==> config.mk <==
export PLATFORM = sky130hd
export DESIGN_NAME = bb3_ctrl
export DESIGN_NICKNAME = d
export VERILOG_FILES = /design/src/design/bb3_pkg.sv /design/src/design/bb3_ctrl.sv
export SDC_FILE = /design/constraint.sdc
export NUM_CORES = 1
export LEC_CHECK = 0
export ABC_AREA = 1
export BUFFER_PORTS_ARGS = -buffer_cell sky130_fd_sc_hd__buf_2
export CORE_ASPECT_RATIO = 0.7
export CORE_MARGIN = 3
export CORE_UTILIZATION = 30
export CTS_CLUSTER_SIZE = 24
export DETAILED_ROUTE_END_ITERATION = 8
export SLEW_MARGIN = 20
export SYNTH_ARGS = -nofsm -noshare
export SYNTH_HDL_FRONTEND = slang
export SYNTH_SLANG_ARGS = --single-unit
==> constraint.sdc <==
create_clock -name clk -period 3.9 [get_ports clk]
set_input_delay 0 -clock clk [delete_from_list [all_inputs] [get_ports clk]]
set_output_delay 0 -clock clk [all_outputs]
set_load 0.1 [all_outputs]
==> src/design/bb3_pkg.sv <==
// Package for the 3x3 box blur: payload structs, controller/datapath command types
// and shared constants. Depends on nothing; every block file refers to it by scoped names.
package bb3_pkg;

	localparam int MAX_WIDTH_DEF  = 1024;
	localparam int MAX_HEIGHT_DEF = 4096;

	localparam int WIDTH_REG_W  = 11;
	localparam int HEIGHT_REG_W = 13;
	localparam int CFG_DATA_W   = 13;

	localparam logic [WIDTH_REG_W-1:0]  WIDTH_RESET  = 11'd640;
	localparam logic [HEIGHT_REG_W-1:0] HEIGHT_RESET = 13'd480;

	localparam logic REG_IMAGE_WIDTH  = 1'b0;
	localparam logic REG_IMAGE_HEIGHT = 1'b1;

	localparam logic ACT_PIXEL = 1'b0;
	localparam logic ACT_FLUSH = 1'b1;

	// Rounded quotient numerator 2*sum+n is at most 2*9*255+9 and fits in 13 bits.
	localparam int NUM_W     = 13;
	localparam int SUM_W     = 12;
	localparam int DEN_W     = 5;
	localparam int DIV_STEPS = NUM_W;

	typedef struct packed {
		logic       action;
		logic [7:0] red_in;
		logic [7:0] green_in;
		logic [7:0] blue_in;
	} in_item_t;

	typedef struct packed {
		logic [7:0] red_out;
		logic [7:0] green_out;
		logic [7:0] blue_out;
		logic       last_of_run;
		logic       end_of_frame;
	} out_item_t;

	typedef struct packed {
		logic       in_take;
		logic       rd_en;
		logic       win_shift;
		logic       flush_load;
		logic [1:0] flush_col;
		logic       acc_start;
		logic [2:0] rows;
		logic [2:0] cols;
	} dp_cmd_t;

	typedef struct packed {
		logic div_done;
	} dp_stat_t;

endpackage

==> src/design/bb3_ctrl.sv <==
// Controller of the 3x3 box blur: configuration registers, frame positions and the
// sequencing state machine that commands the datapath. Uses bb3_pkg.
module bb3_ctrl #(
	parameter int MAX_WIDTH  = bb3_pkg::MAX_WIDTH_DEF,
	parameter int MAX_HEIGHT = bb3_pkg::MAX_HEIGHT_DEF,
	localparam int AW = $clog2(MAX_WIDTH),
	localparam int CW = $clog2(MAX_WIDTH + 1),
	localparam int HW = $clog2(MAX_HEIGHT + 1)
) (
	input  logic                            clk,
	input  logic                            arst_n,
	input  logic                            cfg_we,
	input  logic                            cfg_index,
	input  logic [bb3_pkg::CFG_DATA_W-1:0]  cfg_data,
	input  logic                            pix_valid,
	input  logic                            action,
	output logic                            pix_stall,
	output logic                            res_valid,
	input  logic                            res_stall,
	output logic                            last_of_run,
	output logic                            end_of_frame,
	output bb3_pkg::dp_cmd_t                cmd,
	output logic [AW-1:0]                   addr,
	input  bb3_pkg::dp_stat_t               stat
);

	typedef enum logic [2:0] {
		S_IDLE,
		S_PWIN,
		S_FRD,
		S_SUM,
		S_DIV,
		S_OUT
	} state_t;

	state_t state_q;

	logic [bb3_pkg::WIDTH_REG_W-1:0]  width_q;
	logic [bb3_pkg::HEIGHT_REG_W-1:0] height_q;
	logic [CW-1:0] w_eff;
	logic [HW-1:0] h_eff;

	logic [AW-1:0] col_q;
	logic [HW-1:0] row_q;
	logic [AW-1:0] flush_q;
	logic          draining_q;
	logic [1:0]    k_q;
	logic [2:0]    rows_q;
	logic [2:0]    cols_q;
	logic          last_q;
	logic          eof_q;
	logic          pend_q;
	logic          flush_item_q;

	logic accept;
	logic last_col;
	logic last_row;
	logic col_ge1;
	logic col_ge2;
	logic row_ge1;
	logic row_ge2;
	logic f_ge1;
	logic f_more;
	logic [2:0] cols_second;

	always_comb begin
		if (width_q == '0) begin
			w_eff = CW'(1);
		end else if (32'(width_q) > MAX_WIDTH) begin
			w_eff = CW'(MAX_WIDTH);
		end else begin
			w_eff = CW'(width_q);
		end
		if (height_q == '0) begin
			h_eff = HW'(1);
		end else if (32'(height_q) > MAX_HEIGHT) begin
			h_eff = HW'(MAX_HEIGHT);
		end else begin
			h_eff = HW'(height_q);
		end
	end

	assign pix_stall = (state_q != S_IDLE) || cfg_we;
	assign accept    = pix_valid && !pix_stall;
	assign res_valid = (state_q == S_OUT);
	assign last_of_run  = last_q;
	assign end_of_frame = eof_q;

	assign last_col = (32'(col_q) + 32'd1) >= 32'(w_eff);
	assign last_row = (32'(row_q) + 32'd1) >= 32'(h_eff);
	assign col_ge1  = (32'(col_q) >= 32'd1);
	assign col_ge2  = (32'(col_q) >= 32'd2);
	assign row_ge1  = (32'(row_q) >= 32'd1);
	assign row_ge2  = (32'(row_q) >= 32'd2);
	assign f_ge1    = (32'(flush_q) >= 32'd1);
	assign f_more   = (32'(flush_q) + 32'd1) < 32'(w_eff);
	assign cols_second = col_ge1 ? 3'b110 : 3'b100;

	always_comb begin
		if (state_q == S_FRD) begin
			addr = flush_q + AW'(k_q) - AW'(1);
		end else begin
			addr = col_q;
		end
		cmd.in_take    = accept;
		cmd.rd_en      = (accept && (action == bb3_pkg::ACT_PIXEL) && !draining_q)
		              || ((state_q == S_FRD) && (k_q != 2'd3));
		cmd.win_shift  = (state_q == S_PWIN);
		cmd.flush_load = (state_q == S_FRD) && (k_q != 2'd0);
		cmd.flush_col  = k_q - 2'd1;
		cmd.acc_start  = (state_q == S_SUM);
		cmd.rows       = rows_q;
		cmd.cols       = cols_q;
	end

	always_ff @(posedge clk or negedge arst_n) begin
		if (!arst_n) begin
			state_q      <= S_IDLE;
			width_q      <= bb3_pkg::WIDTH_RESET;
			height_q     <= bb3_pkg::HEIGHT_RESET;
			col_q        <= '0;
			row_q        <= '0;
			flush_q      <= '0;
			draining_q   <= 1'b0;
			k_q          <= '0;
			rows_q       <= '0;
			cols_q       <= '0;
			last_q       <= 1'b0;
			eof_q        <= 1'b0;
			pend_q       <= 1'b0;
			flush_item_q <= 1'b0;
		end else begin
			case (state_q)
				S_IDLE: begin
					if (cfg_we) begin
						case (cfg_index)
							bb3_pkg::REG_IMAGE_WIDTH: begin
								width_q <= cfg_data[bb3_pkg::WIDTH_REG_W-1:0];
							end
							bb3_pkg::REG_IMAGE_HEIGHT: begin
								height_q <= cfg_data;
							end
							default: begin
							end
						endcase
						col_q      <= '0;
						row_q      <= '0;
						flush_q    <= '0;
						draining_q <= 1'b0;
					end else if (accept) begin
						if (action == bb3_pkg::ACT_FLUSH && draining_q) begin
							k_q          <= '0;
							flush_item_q <= 1'b1;
							state_q      <= S_FRD;
						end else if (action == bb3_pkg::ACT_PIXEL && !draining_q) begin
							flush_item_q <= 1'b0;
							state_q      <= S_PWIN;
						end
					end
				end
				S_PWIN: begin
					rows_q <= row_ge2 ? 3'b111 : 3'b110;
					eof_q  <= 1'b0;
					if (row_ge1 && col_ge1) begin
						cols_q  <= col_ge2 ? 3'b111 : 3'b110;
						last_q  <= !last_col;
						pend_q  <= last_col;
						state_q <= S_SUM;
					end else if (row_ge1 && last_col) begin
						cols_q  <= cols_second;
						last_q  <= 1'b1;
						pend_q  <= 1'b0;
						state_q <= S_SUM;
					end else begin
						if (last_col) begin
							col_q <= '0;
							if (last_row) begin
								row_q      <= '0;
								flush_q    <= '0;
								draining_q <= 1'b1;
							end else begin
								row_q <= row_q + HW'(1);
							end
						end else begin
							col_q <= col_q + AW'(1);
						end
						state_q <= S_IDLE;
					end
				end
				S_FRD: begin
					k_q <= k_q + 2'd1;
					if (k_q == 2'd3) begin
						rows_q  <= (32'(h_eff) >= 32'd2) ? 3'b011 : 3'b010;
						cols_q  <= {f_more, 1'b1, f_ge1};
						last_q  <= 1'b1;
						eof_q   <= !f_more;
						pend_q  <= 1'b0;
						state_q <= S_SUM;
					end
				end
				S_SUM: begin
					state_q <= S_DIV;
				end
				S_DIV: begin
					if (stat.div_done) begin
						state_q <= S_OUT;
					end
				end
				S_OUT: begin
					if (!res_stall) begin
						if (pend_q) begin
							cols_q  <= cols_second;
							last_q  <= 1'b1;
							pend_q  <= 1'b0;
							state_q <= S_SUM;
						end else begin
							if (flush_item_q) begin
								if (eof_q) begin
									col_q      <= '0;
									row_q      <= '0;
									flush_q    <= '0;
									draining_q <= 1'b0;
								end else begin
									flush_q <= flush_q + AW'(1);
								end
							end else if (last_col) begin
								col_q <= '0;
								if (last_row) begin
									row_q      <= '0;
									flush_q    <= '0;
									draining_q <= 1'b1;
								end else begin
									row_q <= row_q + HW'(1);
								end
							end else begin
								col_q <= col_q + AW'(1);
							end
							state_q <= S_IDLE;
						end
					end
				end
				default: begin
					state_q <= S_IDLE;
				end
			endcase
		end
	end

endmodule

Word-level counts from Yosys, hierarchy flattened

Index checks and enable logic that the tools add are counted.

Bits of input ports: 21
Bits in registers: 73
Logic and storage cells: 179
Output and inout bits: 27

Multiplexer cells: 85
$add $sub $neg: 10
Equality and inequality tests: 21
Magnitude comparators: 11
Reduce and logical (&&, ||, !) cells: 35
Bitwise operators: 3

Operators with widths:

| kind                    | number |
|---|---|
| $mux W10                | 17 |
| $mux W13                | 11 |
| $pmux W10 S3            | 2 |
| $mux W3                 | 13 |
| $pmux W13 S3            | 1 |
| $ge A13 B2 Y1 const B   | 2 |
| $mux W1                 | 24 |
| $add A10 B1 Y11 const B | 2 |
| $mux W11                | 2 |
| $add A10 B1 Y10 const B | 2 |
| $ge A10 B1 Y1 const B   | 2 |
| $ne A2 B2 Y1 const B    | 10 |
| $pmux W3 S6             | 1 |
| $add A13 B1 Y14 const B | 1 |
| $ge A14 B13 Y1          | 1 |
| $mux W2                 | 7 |
| $add A13 B1 Y13 const B | 1 |
| $ge A13 B1 Y1 const B   | 1 |
| $gt A13 B13 Y1 const B  | 1 |
| $logic_not A13 Y1       | 1 |
| $reduce_and A4 Y1       | 3 |
| $reduce_and A6 Y1       | 2 |
| $ge A11 B11 Y1          | 1 |
| $gt A11 B11 Y1 const B  | 1 |
| 30 further kinds        | 56 |

Longest topological paths before layout

Gate-level depths: netlist of run 1.

Depth in word-level cells: 10
Gate-level depth with buffers: 24
Mapped depth without buffers: 23

Worst setup path before layout of run 1

OpenSTA, ideal clock, no wires.

Path type: register to output
From: reg state_q[0]
To: out cmd[11] in the netlist's numbering
Slack: -0.334 ns
Stages on the path, launching flop included: 6
Arrival: 4.234 ns
Cells stage by stage: dfrtp_1 -> nor2_2 -> inv_2 -> nor2_4 -> nand2_2 -> o41ai_1

RTL lines:

| element                | line            | source |
|---|---|---|
| from (decl)            | bb3_ctrl.sv:36  | `state_t state_q;` |
| from (signal assigned) | bb3_ctrl.sv:118 | `state_q <= S_IDLE;` |
| from (signal assigned) | bb3_ctrl.sv:154 | `state_q <= S_FRD;` |
| from (signal assigned) | bb3_ctrl.sv:157 | `state_q <= S_PWIN;` |
| to (decl)              | bb3_ctrl.sv:22  | `output bb3_pkg::dp_cmd_t cmd,` |

Final worst setup path of run 1

From: reg col_q[0]
To: reg row_q[3]

Cells in the longest elaborated chain, start to end: 7
Elaborated cells on any way between the ends: 15

RTL lines:

| element                | line            | source |
|---|---|---|
| from (decl)            | bb3_ctrl.sv:43  | `logic [AW-1:0] col_q;` |
| from (signal assigned) | bb3_ctrl.sv:185 | `col_q <= col_q + AW'(1);` |
| from (signal assigned) | bb3_ctrl.sv:236 | `col_q <= col_q + AW'(1);` |
| $add A10 B1 Y11        | bb3_ctrl.sv:89  | `assign last_col = (32'(col_q) + 32'd1) >= 32'(w_eff);` |
| $ge A11 B11 Y1         | bb3_ctrl.sv:89  |  |
| $mux W13 (4 in series) | --              |  |
| $pmux W13 S3           | --              |  |
| to (signal assigned)   | bb3_ctrl.sv:182 | `row_q <= row_q + HW'(1);` |
| to (signal assigned)   | bb3_ctrl.sv:233 | `row_q <= row_q + HW'(1);` |
| to (decl)              | bb3_ctrl.sv:44  | `logic [HW-1:0] row_q;` |

Several ways; a longest one is shown, not always the timed one. The select of a mux whose other input is x is not followed.
A chain may end at the register's enable or synchronous reset.

==> key figures, run 1 <==
Status
  • Status: completed

Placement
  • Placed cell count: 1164
  • Count of input and output buffers: 47
  • HPWL Detailed: 13600 um
  • Placer Congestion: 0.903
  • Placement Setup Slack: 0.267 ns

Power
  • Clock power share: 0.159
  • Internal: 2.45 mW
  • Sw power: 3.06 mW
  • Cell Pwr Density: 772 mW/mm2
  • Combinational share of power: 0.609
  • Tot Pwr: 5.51 mW
  • Sw Ratio: 0.556
  • Sequential share of power: 0.232
  • LEAKAGE: 3.85 nW
  • Worst-case vdd ir drop: 0.274 mV

Setup path
  • CP Capture Type: flip-flop
  • Ordered list of cells on the worst path: inv_1 > nor3_2 > nand3_1 > nor2_1 > nand2_1 > nor3_1 > xor2_1 > inv_1 > ha_1 > nand2_1 > nor2_1 > and2_1 > nand2_1 > nand4_4 > nand3_2 > nand3_4 > nor2_8 > nand2_2 > nand3_1 > inv_1
  • Largest fanout on the critical path: 15
  • WP data required: 4.13 ns
  • Reg2reg start: col_q[0]
  • WS Path Type: reg -> reg
  • CP max stage delay: 0.48 ns
  • Worst path bufs/invs: 3
  • Crit path launch: col_q[0]
  • Critical-path top delay cell: dfrtp_1
  • Top delay family on crit path: simple AND/OR/NAND/NOR gates
  • Critical Path Source Type: flip-flop
  • Critical Path AT: 3.77 ns

Synthesis
  • Synth area leaders: dfrtp_1 (27%), nand2_1 (16%), ha_1 (14%), inv_1 (7.5%), o21ai_0 (4.2%)
  • Register area share after synthesis: 0.298
  • Synth area leader: dfrtp_1
  • EDFF count, synth: 0
  • Post-synth top area share: 0.272
  • FFs w/ async S/R, synth: 1.00
  • FF+latch count, synth: 73
  • Post-synth top cells: nand2_1 (260), inv_1 (123), ha_1 (71)
  • Syn nets: 953
  • Yosys cell types: 49
  • Top-count cell post-synth: nand2_1
  • Mapped Area: 0.00616 mm2
  • Synth Warn #: 0
  • Syn_area_per_cell: 7.17 um2
  • Synthesized instance count: 860
  • Commonest register cell after synthesis: dfrtp_1

Layout
  • FF/Latch Area: 0.00183 mm2
  • Fraction of layout cells with a size suffix above 1: 0.135
  • Footprint of the multi-input gates: 0.00376 mm2
  • Area grow syn2layout: 15.7%
  • Fillers: 2111
  • Post-layout net count: 1013
  • Diodes inserted: 0
  • Final std cells w/o fill: 1195

Timing
  • Max frequency: 283 MHz
  • Actual slew at the worst max-slew pin: 1.03 ns
  • Worst Skew: 0.00817 ns
  • RSZ-0062 raised after global routing: false
  • Setup violators final: 0
  • WHS: 0.0137 ns
  • Slew Viols, Final: 0
  • Setup WS post-layout: 0.362 ns
  • Tcrit/Tclk final: 0.907
  • Setup TNS Final: 0 ns
  • Slew HR: 0.312
  • Final Hold Vio Count: 0
  • Fin crit period: 3.54 ns

Routing
  • Total wire length: 17300 um
  • DRC Markers: 0
  • Via count: 5621
  • Vias per Instance: 4.70
  • 1st-iter DRT viols: 473
  • Drt first pass iters: 5
  • WL/cell: 14.5 um
  • ANT nets after route: 0

GRT
  • Vias in the first global route: 5129
  • Met2 Use GR: 0.199
  • GR Layer Usage met3: 0.0350
  • Pin count of the biggest net entering global routing: 56
  • Grt ovf: 0
  • Met1 GRT Util: 0.264
  • First-pass GRT wire length: 28000 um
  • Initial antenna violation count: 0
  • Gr usage total: 0.157
  • Layer with the highest usage: met1

Die
  • Initial Util: 0.309
  • Die Ht: 126 um
  • Core Region: 0.0200 mm2
  • Die ar.: 0.0223 mm2
  • Cell row count: 43
  • Die W: 177 um
  • Io pins: 48

Clocking
  • Clock Root Buffer: clkbuf_16
  • Clk sinks: 73
  • H-Tree Depth: 3
  • Max clock buf depth: 2
  • CTS tree: yes
  • Total CTS buffers: 9
  • Worst skew pair latency: 0.34 ns
  • CTS clk-pin slew, worst paths: 0.07 ns

Job
  • Max-cap violations: 0

Hold path
  • Hold crit path type: in -> reg
  • Worst Hold Launch: cfg_we
==> layer usage <==
metal / vias to the layer above / part of all wire
met5: - / 0
met4: 0 / 0.0078
met3: 17 / 0.062
met2: 166 / 0.37
met1: 2564 / 0.56
li1: 2874 / -
==> worst paths after layout <==
check                                to  cells past startpoint  slack (ns)
setup reg to reg               row_q[3]                     20        0.36
max in group asynchronous      col_q[0]                      3        2.78
min in group asynchronous    flush_q[5]                      2        0.08
hold / removal             flush_item_q                      4        0.01
hold reg to reg               rows_q[1]                      1        0.47
setup / recovery               row_q[3]                     20        0.36
==> final cells by class <==
| class | instances | share of cell area |
|---|---|---|
| clock buffers | 9 | 0.0316 |
| clock inverters | 7 | 0.0107 |
| inverters | 133 | 0.0700 |
| multi-input cells | 639 | 0.527 |
| flip-flops and latches | 73 | 0.257 |
| well taps | 270 | 0.0474 |
| repair buffers | 64 | 0.0565 |
==> stage by stage <==
| stage | cell area (um2) | utilization |
|---|---|---|
| global route | 7130 | 0.357 |
| finish | 7130 | 0.357 |
| CTS | 7120 | 0.357 |
| floorplan | 6170 | - |
| detailed placement | 6670 | 0.334 |
| global placement | 6670 | 0.334 |
==> cell usage in the layout, fill, tap and decap left out, types with 2 or more instances in the layout <==
cell type      Yosys  final
clkbuf_16          0      9
nand3_2            6      6
o21a_1             2      2
nand4_1           11     11
nand3_1           42     42
nor3_1            14     12
clkinvlp_4         0      2
o22ai_1            4      4
nor4_1             3      3
buf_4              3      3
a21oi_1           23     23
nand2_2            5      5
a221oi_1           2      2
buf_2              1     46
xor2_1            24     24
dfrtp_1           67     67
nand2_1          260    260
o21ai_2            2      2
o21bai_1           2      2
a31oi_1            2      2
inv_2             10     10
dfstp_2            6      6
dlygate4sd3_1      0     15
nand3_4            3      3
inv_6              0      2
nor2_2             6      6
o21ai_0           52     50
nor3_2             1      3
o21ai_1           12     14
or2_2              3      3
nor2_4             5      5
inv_1            123    123
nor2_8             3      3
nor2_1            64     64
ha_1              71     71
==> what timing repair did <==
action                                 4_1_cts  5_1_grt
hold buffers                                15        0
endpoints found under the hold margin       43        0
gates resized for setup                      0        2
buffers inserted                             0        0
setup endpoints to repair                    0       25
==> cells by family (layout without fill, tap and decap cells) <==
| logic type | after synthesis | in the layout | synth area share |
|---|---|---|---|
| AND/OR/NAND/NOR | 432 | 432 | 0.321 |
| buffers and inverters | 148 | 213 | 0.0964 |
| AO/OA/AOI/OAI | 109 | 109 | 0.100 |
| flip-flops | 73 | 73 | 0.298 |
| adder cells (fa/ha/maj) | 72 | 72 | 0.147 |
| XOR/XNOR | 25 | 25 | 0.0355 |
| multiplexers | 1 | 1 | 0.00183 |
==> power groups by stage <==
stage / Sequential (mW) / Clock [mW] / Combinational (mW)
6_report: 1.28 / 0.874 / 3.35
5_1_grt: 1.32 / 0.924 / 3.71
4_1_cts: 1.28 / 0.880 / 3.33
3_5_place_dp: 1.29 / 0 / 3.31
3_3_place_gp: 1.28 / 0 / 3.27
2_1_floorplan: 1.42 / 0 / 2.47
==> worst min-delay path: cells and delay by family <==
kind / cells / cell delay [ns]
AO/OA/AOI/OAI: 1 / 0.07
AND/OR/NAND/NOR: 2 / 0.14
buffers and inverters: 1 / 0.10
==> registers in the layout, indices dropped and copies added, names as in the netlist <==
name / count
pend_q: 1
width_q: 11
state_q: 3
flush_item_q: 1
row_q: 13
cols_q: 3
draining_q: 1
last_of_run: 1
end_of_frame: 1
rows_q: 3
flush_q: 10
k_q: 2
col_q: 10
height_q: 13
Note: power is estimated with default switching activity, not from simulation.
==> run 2: changes to the inputs <==
--- a/config.mk
+++ b/config.mk
@@ -9,7 +9,7 @@
 export BUFFER_PORTS_ARGS = -buffer_cell sky130_fd_sc_hd__buf_2
 export CORE_ASPECT_RATIO = 0.7
 export CORE_MARGIN = 3
-export CORE_UTILIZATION = 30
+export CORE_UTILIZATION = 39
 export CTS_CLUSTER_SIZE = 24
 export DETAILED_ROUTE_END_ITERATION = 8
 export SLEW_MARGIN = 20
==> key figures, run 2 (same netlist as run 1, synthesis figures left out) <==
Status
  • Status: completed

Setup path
  • WP data required: 4.13 ns (about the same)
  • CP Capture Type: flip-flop
  • WS Path Type: reg -> reg
  • Reg2reg start: col_q[0]
  • Critical Path AT: 3.71 ns (-0.06 ns)
  • CP max stage delay: 0.45 ns (-0.03 ns)
  • Ordered list of cells on the worst path: inv_1 > nor3_2 > nand3_1 > nor2_1 > nand2_1 > nor3_1 > xor2_1 > inv_1 > ha_1 > nand2_1 > nor2_1 > and2_1 > nand2_1 > nand4_4 > nand3_2 > nand3_4 > nor2_8 > nand2_2 > nand3_1 > inv_1
  • Crit path launch: col_q[0]
  • Critical-path top delay cell: dfrtp_1
  • R2R Setup Slk: 0.42 ns (+0.06 ns)
  • Largest fanout on the critical path: 15 (unchanged)
  • RR Endpoint: row_q[7]
  • Critical Path Source Type: flip-flop
  • Worst r2r path cells: 20 (unchanged)

Timing
  • Tcrit/Tclk final: 0.893 (-0.0146)
  • Slew Viols, Final: 0 (unchanged)
  • Max frequency: 287 MHz (+1.6%)
  • WHS: 0.0215 ns (+0.00779 ns)
  • Setup violators final: 0 (unchanged)
  • Final Hold Vio Count: 0 (unchanged)
  • Setup TNS Final: 0 ns (unchanged)
  • Fin crit period: 3.48 ns (-0.0568 ns)
  • Worst Skew: 0.00726 ns (-0.000917 ns)
  • Slew HR: 0.355 (+0.0434)
  • Actual slew at the worst max-slew pin: 0.967 ns (-0.0622 ns)
  • RSZ-0062 raised after global routing: false

Layout
  • Final std cells w/o fill: 1119 (-6.4%)
  • Area grow syn2layout: 13.6%
  • Fillers: 1574 (-25%)
  • Commonest non-fill, non-tap cell in the layout: nand2_1
  • Regs by FF count: height_q: 13 flops, row_q: 13 flops, width_q: 11 flops
  • Fraction of layout cells with a size suffix above 1: 0.133 (-0.00202)
  • Post-route cell area: 0.00700 mm2 (-1.8%)
  • FF/Latch Area: 0.00183 mm2 (unchanged)
  • Footprint of the multi-input gates: 0.00375 mm2 (-0.13%)
  • Post-layout net count: 1012 (-0.099%)
  • Most frequent cells in the layout: nand2_1 (260), inv_1 (123), ha_1 (71)
  • Diodes inserted: 0 (unchanged)

Clocking
  • Post-CTS setup repair buffer count: 0 (unchanged)
  • CTS tree: yes
  • Clk sinks: 73 (unchanged)
  • CTS clk-pin slew, worst paths: 0.06 ns (about the same)
  • H-Tree Depth: 3 (unchanged)
  • Max clock buf depth: 2 (unchanged)
  • Total CTS buffers: 9 (unchanged)
  • Clock Root Buffer: clkbuf_16
  • Worst skew pair latency: 0.34 ns (about the same)

Die
  • Initial Util: 0.408 (+0.0996)
  • Die ar.: 0.0174 mm2 (-22%)
  • Die W: 156 um (-12%)
  • Die Ht: 111 um (-12%)
  • Core Region: 0.0151 mm2 (-24%)
  • Cell row count: 37 (-14%)
  • Io pins: 48 (unchanged)

Placement
  • Count of input and output buffers: 47 (unchanged)
  • Placed cell count: 1088 (-6.5%)
  • Placer Congestion: 0.871 (-3.5%)
  • Placed cell area: 0.00657 mm2 (-1.5%)
  • HPWL Detailed: 13000 um (-4.3%)

GRT
  • Grt ovf: 0 (unchanged)
  • Pin count of the biggest net entering global routing: 74 (+32%)
  • Gr usage total: 0.195 (+0.0383)
  • First-pass GRT wire length: 27200 um (-2.8%)
  • Vias in the first global route: 5084 (-0.88%)
  • Initial antenna violation count: 0 (unchanged)

Routing
  • DRC Markers: 0 (unchanged)
  • 1st-iter DRT viols: 457 (-3.4%)
  • Vias per Instance: 4.99 (+6.0%)
  • Drt first pass iters: 5 (unchanged)
  • ANT nets after route: 0 (unchanged)
  • Total wire length: 16500 um (-4.4%)
  • WL/cell: 14.8 um (+2.1%)
  • Via count: 5581 (-0.71%)

Power
  • LEAKAGE: 3.83 nW (-0.59%)
  • Cell Pwr Density: 770 mW/mm2 (-0.26%)
  • Worst-case vdd ir drop: 0.371 mV (+35%)

Hold path
  • Hold path depth: 4 (unchanged)
  • Worst Hold Launch: cfg_we
  • Worst hold path endpoint: flush_item_q
  • Hold crit path type: in -> reg

Job
  • Max-cap violations: 0 (unchanged)
run 2: cell count changes in the layout (fill, tap and decap cells not counted), sizes merged:
cell,change
clkinvlp,+2
bufinv,-1
buf,-1
clkinv,-1
run 2: repair_timing:
action | in CTS | in global routing
resized for setup | 0 | 1
endpoints found under the setup margin | 0 | 8
hold endpoints to repair | 93 | 0
hold buffers | 15 | 0
run 2: how the worst max path moves through the flow:
stage / end / slack [ns] / cells past startpoint
2_1_floorplan: addr[7] / 0.14 / 15
6_report: row_q[7] / 0.42 / 20
5_1_grt: row_q[9] / 0.06 / 20
3_3_place_gp: row_q[9] / 0.41 / 20
4_1_cts: row_q[7] / 0.29 / 20
3_5_place_dp: row_q[11] / 0.31 / 20
run 2: through the flow:
step / power, mW / util / worst slack [ns]
2_1_floorplan: 3.89 / - / 0.145
3_3_place_gp: 4.56 / 0.435 / 0.407
3_5_place_dp: 4.58 / 0.435 / 0.309
4_1_cts: 5.40 / 0.464 / 0.288
5_1_grt: 5.87 / 0.464 / 0.0625
6_report: 5.39 / 0.464 / 0.419
run 2: worst max-delay path, delay by kind of cell, from the launching register on:
| family | cells | cell delay [ns] |
|---|---|---|
| xor gates and xnor gates | 1 | 0.20 |
| adders and majority gates | 1 | 0.28 |
| buffers and inverters | 3 | 0.23 |
| DFF | 1 | 0.45 |
| and+or+nand+nor | 15 | 2.22 |
run 2: final cells by class:
class,instances,share of cell area
inverters,133,0.0713
clock buffers,9,0.0322
clock inverters,7,0.00751
flip-flops and latches,73,0.262
well taps,195,0.0348
multi-input cells,639,0.536
repair buffers,63,0.0565
run 2: per-layer routing:
metal,track usage,share of wire,vias up,routed length (um)
li1,-,-,2867,-
met1,0.326,0.56,2561,9300
met2,0.252,0.37,144,6110
met3,0.0390,0.062,9,1020
met4,0.0350,0.0060,0,100
met5,0,0,-,0
run 2: power by group:
group	internal, mW	switching [mW]	total [mW]	leakage [nW]
logic	0.923	2.40	3.33	2.76
registers	1.02	0.260	1.28	0.940
clock network	0.434	0.350	0.784	0.124
total	2.38	3.01	5.39	3.83
